File: config.mk
export PLATFORM = sky130hd
export DESIGN_NAME = fan_duty_curve_with_kickstart_top_flat
export DESIGN_NICKNAME = d
export VERILOG_FILES = /design/src/rtl/fdc_pkg.sv /design/src/rtl/fdc_if.sv /design/src/rtl/fan_duty_curve_with_kickstart_top.sv /design/src/flat_wrapper.sv
export VERILOG_INCLUDE_DIRS = /design/src /design/src/rtl
export SDC_FILE = /design/constraint.sdc
export NUM_CORES = 1
export LEC_CHECK = 0
export BUFFER_PORTS_ARGS = -buffer_cell sky130_fd_sc_hd__buf_4
export CAP_MARGIN = 10
export CORE_AREA = 8 8 270 142
export CTS_CLUSTER_SIZE = 30
export DETAILED_ROUTE_END_ITERATION = 16
export DIE_AREA = 0 0 278 150
export GPL_ROUTABILITY_DRIVEN = 0
export RECOVER_POWER = 25
export SKIP_LAST_GASP = 1
export SYNTH_ARGS = -nofsm -noshare
export SYNTH_HDL_FRONTEND = slang
export SYNTH_SLANG_ARGS = --single-unit
File: constraint.sdc
create_clock -name i_clk -period 6.1 [get_ports i_clk]
set_input_delay 0.915 -clock i_clk [delete_from_list [all_inputs] [get_ports i_clk]]
set_output_delay 0.915 -clock i_clk [all_outputs]
set_load 0.02 [all_outputs]
File: src/rtl/fan_duty_curve_with_kickstart_top_macros.svh
// assertion macros for the fan duty curve block
// used by fan_duty_curve_with_kickstart_top; no other dependencies
`ifndef FAN_DUTY_CURVE_WITH_KICKSTART_TOP_MACROS_SVH
`define FAN_DUTY_CURVE_WITH_KICKSTART_TOP_MACROS_SVH

`ifndef SYNTHESIS
// same-cycle implication
`define FDC_ASSERT_NOW(label, clk, rst_n, ante, cons) \
    label: assert property (@(posedge clk) disable iff (!(rst_n)) (ante) |-> (cons)) \
        else $error("fdc assertion failed");
// next-cycle implication
`define FDC_ASSERT_NEXT(label, clk, rst_n, ante, cons) \
    label: assert property (@(posedge clk) disable iff (!(rst_n)) (ante) |=> (cons)) \
        else $error("fdc assertion failed");
`else
`define FDC_ASSERT_NOW(label, clk, rst_n, ante, cons)
`define FDC_ASSERT_NEXT(label, clk, rst_n, ante, cons)
`endif

`endif

File: src/rtl/fdc_pkg.sv
// shared types and constants of the fan duty curve block
// no dependencies; used by the channel interfaces and the top level
`default_nettype none

package fdc_pkg;

    localparam int TEMP_W   = 13;
    localparam int DUTY_W   = 8;
    localparam int KICK_W   = 16;
    localparam int CFG_IDX_W = 3;
    localparam int CFG_DAT_W = 16;

    localparam int SPAN_W   = 13;
    localparam int REM_W    = 23;
    localparam int DSH_W    = 21;
    localparam int STEP_W   = 3;

    localparam logic signed [TEMP_W-1:0] TEMP_MIN_EXCL = -13'sd640;
    localparam logic signed [TEMP_W-1:0] TEMP_MAX_EXCL = 13'sd2400;
    localparam logic [DUTY_W-1:0]        FULL_DUTY     = 8'd255;
    localparam logic [8:0]               DUTY_SCALE2   = 9'd510;

    localparam logic                     RST_FAN_ENABLE = 1'b0;
    localparam logic signed [TEMP_W-1:0] RST_LOW_THR    = 13'sd640;
    localparam logic signed [TEMP_W-1:0] RST_HIGH_THR   = 13'sd1120;
    localparam logic [DUTY_W-1:0]        RST_MIN_SPIN   = 8'd80;
    localparam logic [KICK_W-1:0]        RST_KICK_LEN   = 16'd300;

    typedef enum logic {
        CMD_TICK   = 1'b0,
        CMD_SAMPLE = 1'b1
    } t_cmd;

    typedef enum logic [CFG_IDX_W-1:0] {
        CFG_FAN_ENABLE = 3'd0,
        CFG_LOW_THR    = 3'd1,
        CFG_HIGH_THR   = 3'd2,
        CFG_MIN_SPIN   = 3'd3,
        CFG_KICK_LEN   = 3'd4
    } t_cfg_idx;

    typedef enum logic [4:0] {
        S_IDLE = 5'b00001,
        S_CALC = 5'b00010,
        S_MUL  = 5'b00100,
        S_DIV  = 5'b01000,
        S_FIN  = 5'b10000
    } t_state;

endpackage

`default_nettype wire

File: src/rtl/fdc_if.sv
// valid/ready channel interfaces for the fan duty curve block
// depends on fdc_pkg for field widths
`default_nettype none

interface fdc_in_if;
    import fdc_pkg::*;

    logic                     valid;
    logic                     ready;
    logic                     cmd;
    logic signed [TEMP_W-1:0] temperature;
    logic                     sample_valid;

    modport source (output valid, cmd, temperature, sample_valid, input ready);
    modport sink   (input valid, cmd, temperature, sample_valid, output ready);
endinterface

interface fdc_out_if;
    import fdc_pkg::*;

    logic              valid;
    logic              ready;
    logic [DUTY_W-1:0] duty;
    logic              kicking;
    logic              duty_changed;

    modport source (output valid, duty, kicking, duty_changed, input ready);
    modport sink   (input valid, duty, kicking, duty_changed, output ready);
endinterface

`default_nettype wire

File: src/rtl/fan_duty_curve_with_kickstart_top.sv
// a tick or a sample outside the linear band goes from accept through S_CALC to S_FIN,
// a sample on the linear part of the curve through S_CALC, S_MUL and the S_DIV steps to S_FIN
// the 8-step shared restoring divider runs only for a sample on the linear part of the curve
// the input is not ready while an item is in flight; a full output register stalls the finish
// synchronous active-low reset: config to its defaults, duty and kick timer to zero
// depends on fdc_pkg, fdc_if.sv and fan_duty_curve_with_kickstart_top_macros.svh
`default_nettype none
`include "fan_duty_curve_with_kickstart_top_macros.svh"

module fan_duty_curve_with_kickstart_top (
    input  wire                         i_clk,
    input  wire                         i_rst_n,
    input  wire                         i_cfg_we,
    input  wire [fdc_pkg::CFG_IDX_W-1:0] i_cfg_idx,
    input  wire [fdc_pkg::CFG_DAT_W-1:0] i_cfg_wdata,
    fdc_in_if.sink                      i_in,
    fdc_out_if.source                   o_out
);
    import fdc_pkg::*;

    // configuration
    logic                     r_fan_enable;
    logic signed [TEMP_W-1:0] r_low_thr;
    logic signed [TEMP_W-1:0] r_high_thr;
    logic [DUTY_W-1:0]        r_min_spin;
    logic [KICK_W-1:0]        r_kick_len;

    // control and state
    t_state                   r_state, n_state;
    logic [DUTY_W-1:0]        r_duty, n_duty;
    logic [KICK_W-1:0]        r_kick, n_kick;
    logic [STEP_W-1:0]        r_step, n_step;
    logic                     r_out_valid, n_out_valid;

    // datapath
    logic                     r_cmd, n_cmd;
    logic signed [TEMP_W-1:0] r_temp, n_temp;
    logic                     r_sv, n_sv;
    logic [DUTY_W-1:0]        r_tgt, n_tgt;
    logic [SPAN_W-1:0]        r_num, n_num;
    logic [SPAN_W-1:0]        r_span, n_span;
    logic [REM_W-1:0]         r_rem, n_rem;
    logic [DSH_W-1:0]         r_dsh, n_dsh;
    logic [DUTY_W-1:0]        r_out_duty, n_out_duty;
    logic                     r_out_kicking, n_out_kicking;
    logic                     r_out_changed, n_out_changed;

    logic                     in_fire;
    logic                     out_free;
    logic signed [TEMP_W:0]   diff_num;
    logic signed [TEMP_W:0]   diff_span;
    logic [REM_W:0]           trial;
    logic [DUTY_W-1:0]        q_next;

    assign i_in.ready         = (r_state == S_IDLE);
    assign in_fire            = i_in.valid && i_in.ready;
    assign out_free           = !r_out_valid || o_out.ready;
    assign o_out.valid        = r_out_valid;
    assign o_out.duty         = r_out_duty;
    assign o_out.kicking      = r_out_kicking;
    assign o_out.duty_changed = r_out_changed;

    assign diff_num  = {r_temp[TEMP_W-1], r_temp} - {r_low_thr[TEMP_W-1], r_low_thr};
    assign diff_span = {r_high_thr[TEMP_W-1], r_high_thr} - {r_low_thr[TEMP_W-1], r_low_thr};
    // one subtractor shared by all quotient steps
    assign trial     = {1'b0, r_rem} - {{(REM_W+1-DSH_W){1'b0}}, r_dsh};
    assign q_next    = {r_tgt[DUTY_W-2:0], !trial[REM_W]};

    always_comb begin
        n_state       = r_state;
        n_duty        = r_duty;
        n_kick        = r_kick;
        n_step        = r_step;
        n_out_valid   = r_out_valid && !o_out.ready;
        n_cmd         = r_cmd;
        n_temp        = r_temp;
        n_sv          = r_sv;
        n_tgt         = r_tgt;
        n_num         = r_num;
        n_span        = r_span;
        n_rem         = r_rem;
        n_dsh         = r_dsh;
        n_out_duty    = r_out_duty;
        n_out_kicking = r_out_kicking;
        n_out_changed = r_out_changed;

        case (r_state)
            S_IDLE: begin
                if (in_fire) begin
                    n_cmd   = i_in.cmd;
                    n_temp  = i_in.temperature;
                    n_sv    = i_in.sample_valid;
                    n_state = S_CALC;
                end
            end
            S_CALC: begin
                n_num  = diff_num[SPAN_W-1:0];
                n_span = diff_span[SPAN_W-1:0];
                n_state = S_FIN;
                if (!r_sv || r_temp <= TEMP_MIN_EXCL || r_temp >= TEMP_MAX_EXCL
                        || r_temp <= r_low_thr) begin
                    n_tgt = '0;
                end else if (r_temp >= r_high_thr) begin
                    n_tgt = FULL_DUTY;
                end else if (r_cmd == CMD_SAMPLE) begin
                    n_state = S_MUL;
                end
            end
            S_MUL: begin
                // numerator 510*num + span, divisor 2*span aligned to the top quotient bit
                n_rem   = REM_W'({10'd0, r_num} * {14'd0, DUTY_SCALE2}) + REM_W'(r_span);
                n_dsh   = {r_span, 1'b0, 7'd0};
                n_tgt   = '0;
                n_step  = '1;
                n_state = S_DIV;
            end
            S_DIV: begin
                if (!trial[REM_W]) begin
                    n_rem = trial[REM_W-1:0];
                end
                n_tgt  = q_next;
                n_dsh  = r_dsh >> 1;
                n_step = r_step - 1'b1;
                if (r_step == '0) begin
                    if (q_next != '0 && q_next < r_min_spin) begin
                        n_tgt = r_min_spin;
                    end
                    n_state = S_FIN;
                end
            end
            S_FIN: begin
                if (out_free) begin
                    n_out_changed = 1'b0;
                    if (r_cmd == CMD_TICK) begin
                        if (r_kick != '0) begin
                            n_kick = r_kick - 1'b1;
                        end
                    end else if (r_fan_enable) begin
                        if (r_tgt != '0 && r_duty == '0) begin
                            n_kick        = r_kick_len;
                            n_duty        = FULL_DUTY;
                            n_out_changed = 1'b1;
                        end else if (r_kick == '0 && r_tgt != r_duty) begin
                            n_duty        = r_tgt;
                            n_out_changed = 1'b1;
                        end
                    end
                    n_out_duty    = n_duty;
                    n_out_kicking = (n_kick != '0);
                    n_out_valid   = 1'b1;
                    n_state       = S_IDLE;
                end
            end
            default: begin
                n_state = S_IDLE;
            end
        endcase
    end

    always_ff @(posedge i_clk) begin
        if (!i_rst_n) begin
            r_state     <= S_IDLE;
            r_duty      <= '0;
            r_kick      <= '0;
            r_step      <= '0;
            r_out_valid <= 1'b0;
        end else begin
            r_state     <= n_state;
            r_duty      <= n_duty;
            r_kick      <= n_kick;
            r_step      <= n_step;
            r_out_valid <= n_out_valid;
        end
    end

    always_ff @(posedge i_clk) begin
        r_cmd         <= n_cmd;
        r_temp        <= n_temp;
        r_sv          <= n_sv;
        r_tgt         <= n_tgt;
        r_num         <= n_num;
        r_span        <= n_span;
        r_rem         <= n_rem;
        r_dsh         <= n_dsh;
        r_out_duty    <= n_out_duty;
        r_out_kicking <= n_out_kicking;
        r_out_changed <= n_out_changed;
    end

    always_ff @(posedge i_clk) begin
        if (!i_rst_n) begin
            r_fan_enable <= RST_FAN_ENABLE;
            r_low_thr    <= RST_LOW_THR;
            r_high_thr   <= RST_HIGH_THR;
            r_min_spin   <= RST_MIN_SPIN;
            r_kick_len   <= RST_KICK_LEN;
        end else if (i_cfg_we) begin
            case (t_cfg_idx'(i_cfg_idx))
                CFG_FAN_ENABLE: begin
                    r_fan_enable <= i_cfg_wdata[0];
                end
                CFG_LOW_THR: begin
                    r_low_thr <= i_cfg_wdata[TEMP_W-1:0];
                end
                CFG_HIGH_THR: begin
                    r_high_thr <= i_cfg_wdata[TEMP_W-1:0];
                end
                CFG_MIN_SPIN: begin
                    r_min_spin <= i_cfg_wdata[DUTY_W-1:0];
                end
                CFG_KICK_LEN: begin
                    r_kick_len <= i_cfg_wdata[KICK_W-1:0];
                end
                default: begin
                end
            endcase
        end
    end

    // a running kick always holds full duty
    `FDC_ASSERT_NOW(a_kick_full_duty, i_clk, i_rst_n, r_kick != '0, r_duty == FULL_DUTY)
    // the last quotient step hands over to the finish
    `FDC_ASSERT_NEXT(a_div_done, i_clk, i_rst_n, r_state == S_DIV && r_step == '0, r_state == S_FIN)
    // an accepted word is always classified next
    `FDC_ASSERT_NEXT(a_accept_calc, i_clk, i_rst_n, in_fire, r_state == S_CALC)

endmodule

`default_nettype wire
File: src/flat_wrapper.sv
// flat-port wrapper written by rule: the top's interface ports become plain ports
module fan_duty_curve_with_kickstart_top_flat import fdc_pkg::*;
  (i_clk, i_rst_n, i_cfg_we, i_cfg_idx, i_cfg_wdata, i_in_valid, i_in_cmd, i_in_temperature, i_in_sample_valid, i_in_ready, o_out_valid, o_out_duty, o_out_kicking, o_out_duty_changed, o_out_ready);
  fdc_in_if i_in_i ();
  fdc_out_if o_out_i ();
  input  wire i_clk;
  input  wire i_rst_n;
  input  wire i_cfg_we;
  input  wire [fdc_pkg::CFG_IDX_W-1:0] i_cfg_idx;
  input  wire [fdc_pkg::CFG_DAT_W-1:0] i_cfg_wdata;
  input wire logic [$bits(i_in_i.valid)-1:0] i_in_valid;
  input wire logic [$bits(i_in_i.cmd)-1:0] i_in_cmd;
  input wire logic [$bits(i_in_i.temperature)-1:0] i_in_temperature;
  input wire logic [$bits(i_in_i.sample_valid)-1:0] i_in_sample_valid;
  output wire logic [$bits(i_in_i.ready)-1:0] i_in_ready;
  output wire logic [$bits(o_out_i.valid)-1:0] o_out_valid;
  output wire logic [$bits(o_out_i.duty)-1:0] o_out_duty;
  output wire logic [$bits(o_out_i.kicking)-1:0] o_out_kicking;
  output wire logic [$bits(o_out_i.duty_changed)-1:0] o_out_duty_changed;
  input wire logic [$bits(o_out_i.ready)-1:0] o_out_ready;
  assign i_in_i.valid = i_in_valid;
  assign i_in_i.cmd = i_in_cmd;
  assign i_in_i.temperature = i_in_temperature;
  assign i_in_i.sample_valid = i_in_sample_valid;
  assign i_in_ready = i_in_i.ready;
  assign o_out_valid = o_out_i.valid;
  assign o_out_duty = o_out_i.duty;
  assign o_out_kicking = o_out_i.kicking;
  assign o_out_duty_changed = o_out_i.duty_changed;
  assign o_out_i.ready = o_out_ready;
  fan_duty_curve_with_kickstart_top u_core (.i_clk(i_clk), .i_rst_n(i_rst_n), .i_cfg_we(i_cfg_we), .i_cfg_idx(i_cfg_idx), .i_cfg_wdata(i_cfg_wdata), .i_in(i_in_i), .o_out(o_out_i));
endmodule
==> run metrics, run 1 <==
GRT Overall Usage 0.192; port bufs 50; ant diodes 0; vias in the first global route 10.3k; Initial Util 0.391; share of layout cells above drive strength 1 0.0738; Initial DRC Count 1273; Die X 278 um; failing checks capacitance limit, slew limit; drt wl/cell between 15 and 20 um; CTS max path bufs 2; final WL slightly below 40 mm; drc violations 0; row cnt 49; Final Power 0.00550 W; Slew Viols, Final 28; Critical Path RT approximately 6.3 ns; Die H 150 um; Slew HR -0.0142; synth warn 0; worst r2r path cells 19; worst hold slack 0.458 ns; hold worst-path end u_core.r_kick_len[14]$_SDFFE_PN0P_; Ports 51; top cells by count, synth 220 x nand2_1, 179 x inv_1, 127 x a21oi_1; Reg2Reg Launch Point u_core.r_num[5]$_DFFE_PP_; Main synth FF type edfxtp_1; sequential fraction of the synthesis area 0.351; Syn Inst Count 1516; Achievable Freq 171 MHz; count leader, synth nand2_1; Vias 11.1k; setup repair after global routing missed its margin no; Post-CTS Hold Buffers 0; fin nets 1778; clock skew around 0.017 ns; CP arrival 6.03 ns; Max-cap violations 1; post-route minimum period 5.85 ns; crit-path max FO 5; status complete, but fails checks; top post-synthesis cells by area edfxtp_1 23%, dfxtp_1 12%, ha_1 11%; Distinct cells, synth 70; CTS Root Cell clkbuf_16; Hold Crit Class reg2reg; Reg clk slew, reported paths 0.07 ns; initial antenna violation count 0; leakage 6.35 nW; first-pass GRT wire length 61.8 mm; kind of critical path reg2reg; gr ovfl total 0; syn_nets 1736; post-synth top area share 0.227; crit path capture type register; core area 0.0348 mm^2; TritonCTS Buffers 17; pwr dens 363 mW/mm^2; Async SR Flop Fraction 0; TritonRoute pass-1 iters 7; Syn Area/Cell ~9 um^2; number of flops mapped to enable cells by yosys 103; area delta synth->final 11.3%; via/cell ratio 5.47; Worst-Skew Late Latency 0.46 ns; number of synthesized register bits 187; Final ANT Viol Nets 0; R2R Path End u_core.r_rem[19]$_DFFE_PP_; post-synth top area cell edfxtp_1; DP HPWL 30.9 mm; CTS tree done; hold path depth 2; worst slew pin tran 1.52 ns; Final Cycle Share 0.959; hold_sp u_core.r_kick_len[14]$_SDFFE_PN0P_; Mapped Area 0.0136 mm^2; r2r setup slk 0.25 ns; die area 0.0417 mm^2; # setup viols final 0; H-tree levels 4; CTS sink cnt ~190; VDD IR max between 300 and 400 uV; largest net degree at the start of global routing 64; startpoint types register; final hold violations 0
## flip-flops by register name, indices dropped and copies added, names as in the netlist, 3 cells and up
signal             cells
u_core.r_rem          23
u_core.r_dsh          21
u_core.r_kick         16
u_core.r_kick_len     16
u_core.r_high_thr     13
u_core.r_low_thr      13
u_core.r_num          13
u_core.r_span         13
u_core.r_temp         13
u_core.o_out.duty      8
u_core.r_duty          8
u_core.r_min_spin      8
u_core.r_tgt           8
u_core.r_state         5
u_core.r_step          3
## report_power, final
group	switching (W)	internal [W]
clock network	0.000534	0.000652
registers	0.0000346	0.00147
logic	0.00170	0.00111
## through the flow
| step | cell area, um^2 | TNS [ns] | cells | util | worst slack, ns |
|---|---|---|---|---|---|
| final | 15100 | 0 | 2030 | 0.435 | 0.252 |
| after global routing | 15100 | 0 | 2030 | 0.435 | 0.0170 |
| after CTS | 15100 | 0 | 2027 | 0.434 | 0.0976 |
| after detailed placement | 14500 | -0.522 | 1994 | 0.416 | -0.179 |
| after global placement | 14500 | -0.00187 | 1994 | 0.416 | -0.00187 |
| after floorplan | 13600 | 0 | 1516 | - | 0.178 |
## final cells by class
class | instances | area (um^2)
fill | 3390 | 19700
multi-input combinational | 1102 | 8010
sequential | 187 | 4770
inverter | 182 | 683
tap | 459 | 574
timing repair buffer | 68 | 495
clock buffer | 20 | 437
clock inverter | 12 | 160
## worst max-delay path, stage by stage (launching register included)
cell and delay, ns:
edfxtp_1 0.42, buf_4 0.16, fa_1 0.55, fa_1 0.53
fa_1 0.54, inv_1 0.05, fa_1 0.54, inv_1 0.05
ha_1 0.34, and3_1 0.20, a2111oi_4 0.39, o21bai_2 0.13
xor2_1 0.17, ha_2 0.22, or4_1 0.50, o221a_2 0.29
and4_1 0.20, nand2_1 0.07, xor2_1 0.14, mux2i_1 0.09
## how the worst max path moves through the flow
stage | slack (ns) | cells past startpoint | start | end
after CTS | 0.1 | 20 | u_core.r_num[5]$_DFFE_PP_ | u_core.r_rem[19]$_DFFE_PP_
after global routing | 0.02 | 19 | u_core.r_num[5]$_DFFE_PP_ | u_core.r_rem[18]$_DFFE_PP_
after floorplan | 0.18 | 20 | u_core.r_num[3]$_DFFE_PP_ | u_core.r_rem[21]$_DFFE_PP_
after detailed placement | -0.18 | 20 | u_core.r_num[3]$_DFFE_PP_ | u_core.r_rem[21]$_DFFE_PP_
after global placement | -0.002 | 20 | u_core.r_num[3]$_DFFE_PP_ | u_core.r_rem[21]$_DFFE_PP_
final | 0.25 | 19 | u_core.r_num[5]$_DFFE_PP_ | u_core.r_rem[19]$_DFFE_PP_
## metal layers
metal,GRT usage,share of wire,up-vias
li1,-,-,5323
met1,0.324,0.55,5327
met2,0.219,0.34,432
met3,0.0632,0.11,17
met4,0.0299,0.0053,0
met5,0,0,-
## placed cells by master (no fill, tap or decap), drive strengths merged, types with 50 or more instances in the layout
master,Yosys,final
buf,3,50
ha,122,122
nor2,90,90
edfxtp,103,103
o21ai,61,61
a21oi,127,127
dfxtp,84,84
fa,59,59
inv,182,187
nand2,221,221
## cell families (layout without fill, tap and decap cells)
family / after synthesis / in the layout / share of synthesized area
AOI/OAI and AO/OA: 334 / 334 / 0.155
DFF: 187 / 187 / 0.351
buffers and inverters: 227 / 282 / 0.0632
xor gates and xnor gates: 81 / 81 / 0.0522
adders and majority gates: 181 / 181 / 0.199
and+or+nand+nor: 485 / 485 / 0.164
muxes: 21 / 21 / 0.0156
## timing repair
item / 4_1_cts / 5_1_grt
cloned: 0 / 0
pin swaps: 0 / 3
endpoints found under the setup margin: 7 / 8
resized for setup: 2 / 5
setup buffers: 1 / 2
Power figures use the tool's default switching activity.
==> run 2, diff against run 1 <==
--- a/config.mk
+++ b/config.mk
@@ -13,6 +13,7 @@
 export DETAILED_ROUTE_END_ITERATION = 16
 export DIE_AREA = 0 0 278 150
 export GPL_ROUTABILITY_DRIVEN = 0
+export GPL_TIMING_DRIVEN = 0
 export RECOVER_POWER = 25
 export SKIP_LAST_GASP = 1
 export SYNTH_ARGS = -nofsm -noshare
==> run metrics, run 2 (same netlist as run 1, synthesis figures left out) <==
max reg flops 23 (unchanged); Die X 278 um (unchanged); Die H 150 um (unchanged); final WL 41.2 mm (+4.2%); combinational share of power 0.543 (+0.032); Clock power frac 0.196 (-0.020); core area 0.0348 mm^2 (unchanged); hold worst-path end u_core.r_kick_len[14]$_SDFFE_PN0P_; CTS max path bufs 2 (unchanged); TritonCTS Buffers 17 (unchanged); Setup crit start u_core.r_num[5]$_DFFE_PP_; Slew Viols, Final 0 (-100%); GRT Overall Usage 0.197 (+0.00526); Met3 Wirelength 5.06 mm (+19%); post-route minimum period 5.95 ns (+0.104 ns); Switching Share 0.427 (+0.0143); pwr dens 373 mW/mm^2 (+2.7%); r2r setup slk 0.15 ns (-0.10 ns); Initial DRC Count 1220 (-4.2%); crit-path max FO 5 (unchanged); Worst-Skew Late Latency 0.46 ns (about the same); Top Metal Used met4; area delta synth->final 13.3%; die area 0.0417 mm^2 (unchanged); Critical Path RT 6.28 ns (about the same); Achievable Freq 168 MHz (-1.8%); startpoint types register; hold path depth 2 (unchanged); row cnt 49 (unchanged); Net Sw Power 0.00246 W (+8.2%); most frequent cells in the layout 220 x nand2_1, 176 x inv_1, 126 x a21oi_1, 118 x ha_1, 103 x edfxtp_1; TritonRoute pass-1 iters 5 (-2); hold_sp u_core.r_kick_len[14]$_SDFFE_PN0P_; Final ANT Viol Nets 0 (unchanged); R2R Path End u_core.r_rem[21]$_DFFE_PP_; Hold Crit Class reg2reg; VDD IR max 268 uV (-29%); Vias 11.6k (+4.1%); drc violations 0 (unchanged); # setup viols final 0 (unchanged); DP HPWL 32.9 mm (+6.5%); CTS tree done; Reg power frac 0.261 (-0.012); via/cell ratio 5.57 (+1.9%); routed length on met1 21.9 mm (+0.95%); Biggest register u_core.r_rem; kind of critical path reg2reg; setup_tns 0 ns (unchanged); Initial Util 0.391 (unchanged); Ports 51 (unchanged); Final Cycle Share 0.976 (+0.0171); fin nets 1823 (+2.5%); Final Power 0.00575 W (+4.6%); most common cell after layout, fill and taps aside nand2_1; met2 routed WL 13.9 mm (+4.6%); CTS sink cnt 187 (unchanged); clock skew 0.0127 ns (-0.00471 ns); worst r2r path cells 19 (unchanged); gr ovfl total 0 (unchanged); setup repair after global routing missed its margin yes; H-tree levels 4 (unchanged); initial antenna violation count 0 (unchanged); status finished clean; share of layout cells above drive strength 1 0.0860 (+0.0122); largest net degree at the start of global routing 27 (-58%); fillers 3403 (+0.38%); crit path capture type register; CP arrival 6.14 ns (+0.11 ns); Slew HR 0.217 (+0.231); Int Pwr 0.00329 W (+2.0%); Max-cap violations 0 (-1); biggest registers after layout u_core.r_rem (23), u_core.r_dsh (21); port bufs 49 (-2.0%); Reg2Reg Launch Point u_core.r_num[5]$_DFFE_PP_; CTS Root Cell clkbuf_16; drt wl/cell 19.9 um (+1.9%); first-pass GRT wire length 63.0 mm (+2.0%); Reg clk slew, reported paths 0.07 ns (about the same); worst slew pin tran 1.17 ns (-0.347 ns); vias in the first global route 10.6k (+3.2%); worst hold slack 0.460 ns (+0.00156 ns); leakage 6.42 nW (+1.1%); ant diodes 0 (unchanged); final hold violations 0 (unchanged)
[run 2: changes by cell type in the layout (fill, tap and decap cells not counted), moves of 3 or more]
| cell | delta |
|---|---|
| clkbuf_1 | +41 |
| xor2_1 | -6 |
| xor2_2 | +6 |
| buf_4 | -3 |
| bufinv_16 | -3 |
| inv_1 | -3 |
[run 2: layout make-up]
cell class | count | area (um^2) | area share
Multi-Input combinational cell | 1102 | 8120 | 0.527
Sequential cell | 187 | 4770 | 0.310
Inverter | 182 | 688 | 0.0446
Tap cell | 459 | 574 | 0.0373
Timing Repair Buffer | 68 | 495 | 0.0321
Clock buffer | 19 | 464 | 0.0301
Buffer | 45 | 176 | 0.0114
Clock inverter | 13 | 123 | 0.00796
[run 2: worst max-delay path by stage]
stage	to	slack [ns]	depth (start not counted)
after global routing	u_core.r_rem[20]$_DFFE_PP_	-0.09	20
after CTS	u_core.r_rem[21]$_DFFE_PP_	0.002	20
after floorplan	u_core.r_rem[21]$_DFFE_PP_	0.18	20
final	u_core.r_rem[21]$_DFFE_PP_	0.15	19
after detailed placement	u_core.r_rem[21]$_DFFE_PP_	-0.63	20
after global placement	u_core.r_rem[21]$_DFFE_PP_	-0.60	20
[run 2: per-layer routing]
layer	vias to the layer above	track usage
met5	-	0
met4	0	0.0270
met3	33	0.0713
met2	535	0.230
met1	5565	0.326
li1	5426	-
[run 2: metrics by stage]
step,cells,util,setup slack (ns),cell area (um^2)
6_report,2075,0.443,0.147,15400
5_1_grt,2075,0.443,-0.0857,15400
4_1_cts,2064,0.438,0.00152,15300
3_5_place_dp,2027,0.419,-0.625,14600
3_3_place_gp,2024,0.418,-0.596,14500
2_1_floorplan,1516,-,0.178,13600
[run 2: what timing repair did]
item | CTS | global route
cloned | 0 | 0
endpoints found under the hold margin | 0 | 0
pin swaps | 3 | 10
setup buffers | 5 | 11
gates resized for setup | 12 | 22
endpoints found under the setup margin | 10 | 8
hold buffers | 0 | 0
[run 2: power groups by stage]
stage	clock, W	sequential, W	combinational [W]
floorplan	0	0.00152	0.00193
global placement	0	0.00153	0.00268
detailed placement	0	0.00153	0.00273
CTS	0.00114	0.00150	0.00280
global route	0.00119	0.00151	0.00339
finish	0.00112	0.00150	0.00312
[run 2: worst max-delay path, stage by stage, from the launching register on]
cell and delay, ns:
edfxtp_1 0.45, buf_6 0.16, fa_2 0.61, fa_1 0.45, fa_1 0.56, inv_1 0.05, fa_1 0.54, inv_2 0.06
ha_4 0.26, and2_4 0.15, a2111oi_4 0.45, o21bai_2 0.18, xor2_2 0.18, ha_2 0.23, or4_1 0.53, o221a_4 0.26
and4_4 0.17, nand4_1 0.10, xor2_2 0.20, mux2i_1 0.10
==> run 3, diff against run 2 <==
--- a/config.mk
+++ b/config.mk
@@ -14,7 +14,6 @@
 export DIE_AREA = 0 0 278 150
 export GPL_ROUTABILITY_DRIVEN = 0
 export GPL_TIMING_DRIVEN = 0
-export RECOVER_POWER = 25
 export SKIP_LAST_GASP = 1
 export SYNTH_ARGS = -nofsm -noshare
 export SYNTH_HDL_FRONTEND = slang
==> run metrics, run 3 (same netlist as run 1, synthesis figures left out) <==
TritonCTS Buffers 17 (unchanged); most common cell after layout, fill and taps aside nand2_1; core area 0.0348 mm^2 (unchanged); CTS sink cnt 187 (unchanged); CTS max path bufs 2 (unchanged); drc violations 0 (unchanged); Achievable Freq 168 MHz (-0.13%); hold path depth 2 (unchanged); Hold Crit Class reg2reg; r2r setup slk 0.14 ns (about the same); hold worst-path end u_core.r_kick_len[14]$_SDFFE_PN0P_; routed length on met1 22.2 mm (+1.3%); Worst-Skew Late Latency 0.46 ns (about the same); hold_sp u_core.r_kick_len[14]$_SDFFE_PN0P_; crit path capture type register; Vias 11.5k (-0.52%); biggest registers after layout u_core.r_rem (23), u_core.r_dsh (21); Reg2Reg Launch Point u_core.r_num[5]$_DFFE_PP_; CP arrival 6.14 ns (about the same); final instance count without filler cells 2075 (unchanged); Die H 150 um (unchanged); first-pass GRT wire length 63.0 mm (unchanged); gr ovfl total 0 (unchanged); pre-CTS setup slack -0.625 ns (unchanged); Post-CTS Hold Buffers 0 (unchanged); Die X 278 um (unchanged); final WL 41.2 mm (about the same); Initial DRC Count 1121 (-8.1%); Slew Viols, Final 0 (unchanged); share of layout cells above drive strength 1 0.0916 (+0.00557); vias in the first global route 10.6k (unchanged); Reg clk slew, reported paths 0.08 ns (about the same); VDD IR max 267 uV (-0.36%); leakage 6.46 nW (+0.54%); worst slew pin tran 1.18 ns (+0.00800 ns); Ports 51 (unchanged); row cnt 49 (unchanged); DP HPWL 32.9 mm (unchanged); initial antenna violation count 0 (unchanged); ant diodes 0 (unchanged); CTS Root Cell clkbuf_16; largest net degree at the start of global routing 27 (unchanged); Final Util 0.444 (+0.00111); crit-path max FO 5 (unchanged); cells along the critical path buf_6 > fa_2 > fa_1 > fa_1 > inv_1 > fa_1 > inv_2 > ha_4 > and2_4 > a2111oi_4 > o21bai_2 > xor2_2 > ha_2 > or4_1 > o221a_4 > and4_4 > nand4_1 > xor2_2 > mux2i_1; Buf/Inv on CP 3 (unchanged); Largest stage delay, worst path 0.61 ns (about the same); max reg flops 23 (unchanged); multi-input combinational cell area 0.00812 mm^2 (about the same); most frequent cells in the layout 220 x nand2_1, 175 x inv_1, 126 x a21oi_1, 118 x ha_1, 103 x edfxtp_1; setup repair after global routing missed its margin yes; H-tree levels 4 (unchanged); Placed Cells 2027 (unchanged); kind of critical path reg2reg; worst r2r path cells 19 (unchanged); fillers 3396 (-0.21%); port bufs 49 (unchanged); post-route minimum period 5.96 ns (+0.00779 ns); Top Metal Used met4; startpoint types register; die area 0.0417 mm^2 (unchanged); clock skew 0.0161 ns (+0.00336 ns); met2 routed WL 13.9 mm (about the same); Final Cycle Share 0.977 (+0.00128); drt wl/cell 19.8 um (about the same); via/cell ratio 5.54 (-0.52%); Final ANT Viol Nets 0 (unchanged); GRT Overall Usage 0.197 (unchanged); CTS tree done; fin nets 1823 (unchanged); slowest CP cell fa_2; # setup viols final 0 (unchanged); area delta synth->final 13.6%; register area 0.00477 mm^2 (unchanged); final hold violations 0 (unchanged); TritonRoute pass-1 iters 6 (+1); Initial Util 0.391 (unchanged); Max-cap violations 0 (unchanged); R2R Path End u_core.r_rem[21]$_DFFE_PP_; Critical Path RT 6.28 ns (about the same); Slew HR 0.212 (-0.00533); crit-path most repeated cell fa_1; pwr dens 372 mW/mm^2 (-0.26%); fin worst setup slack 0.140 ns (-0.00779 ns); status finished clean; Met3 Wirelength 4.80 mm (-5.0%); cell family with most CP delay adder cells; Biggest register u_core.r_rem
==> run 3: changes by cell type in the layout (fill, tap and decap cells not counted) <==
cell	delta
buf_4	+18
clkbuf_4	-13
clkbuf_1	-7
buf_6	+2
inv_1	-1
inv_2	+1
nor3_1	-1
nor3_2	+1
==> run 3: layer usage <==
| metal | vias to the layer above | global-route usage |
|---|---|---|
| met4 | 0 | 0.0270 |
| met1 | 5534 | 0.326 |
| li1 | 5425 | - |
| met5 | - | 0 |
| met2 | 519 | 0.230 |
| met3 | 21 | 0.0713 |
==> run 3: worst max-delay path by stage <==
stage,from,end,slack [ns],depth (start not counted)
after floorplan,u_core.r_num[3]$_DFFE_PP_,u_core.r_rem[21]$_DFFE_PP_,0.18,20
after global placement,u_core.r_num[3]$_DFFE_PP_,u_core.r_rem[21]$_DFFE_PP_,-0.60,20
after detailed placement,u_core.r_num[3]$_DFFE_PP_,u_core.r_rem[21]$_DFFE_PP_,-0.63,20
after CTS,u_core.r_num[5]$_DFFE_PP_,u_core.r_rem[21]$_DFFE_PP_,0.002,20
after global routing,u_core.r_num[5]$_DFFE_PP_,u_core.r_rem[20]$_DFFE_PP_,-0.09,20
final,u_core.r_num[5]$_DFFE_PP_,u_core.r_rem[21]$_DFFE_PP_,0.14,19
==> run 3: timing repair <==
item,CTS,global route
resized for setup,12,22
buffers inserted,5,11
pin swaps,3,10
endpoints found under the setup margin,10,8
==> run 3: final cells by class <==
type | count | area share
multi-input combinational | 1102 | 0.526
sequential | 187 | 0.309
inverter | 182 | 0.0445
tap | 459 | 0.0372
timing repair buffer | 68 | 0.0343
clock buffer | 19 | 0.0300
buffer | 45 | 0.0114
clock inverter | 13 | 0.00794
==> run 3: report_power, final <==
group	internal (W)	total (W)	switching, W
combinational	0.00125	0.00312	0.00186
clock	0.000575	0.00113	0.000554
sequential	0.00147	0.00150	0.0000350
==> run 3: per-stage QoR <==
stage / setup TNS (ns) / cell area [um^2] / hold WS [ns] / total power, W
6_report: 0 / 15500 / 0.458 / 0.00575
5_1_grt: -0.147 / 15500 / 0.488 / 0.00608
4_1_cts: 0 / 15300 / 0.460 / 0.00545
3_5_place_dp: -3.72 / 14600 / 0.449 / 0.00426
3_3_place_gp: -3.45 / 14500 / 0.445 / 0.00421
2_1_floorplan: 0 / 13600 / 0.436 / 0.00345
==> run 3: worst register-to-register path, stage by stage (launching register included) <==
cell and delay, ns:
edfxtp_1 0.45, buf_6 0.16, fa_2 0.61, fa_1 0.45
fa_1 0.56, inv_1 0.05, fa_1 0.54, inv_2 0.06
ha_4 0.26, and2_4 0.15, a2111oi_4 0.45, o21bai_2 0.18
xor2_2 0.18, ha_2 0.23, or4_1 0.53, o221a_4 0.26
and4_4 0.18, nand4_1 0.11, xor2_2 0.20, mux2i_1 0.10
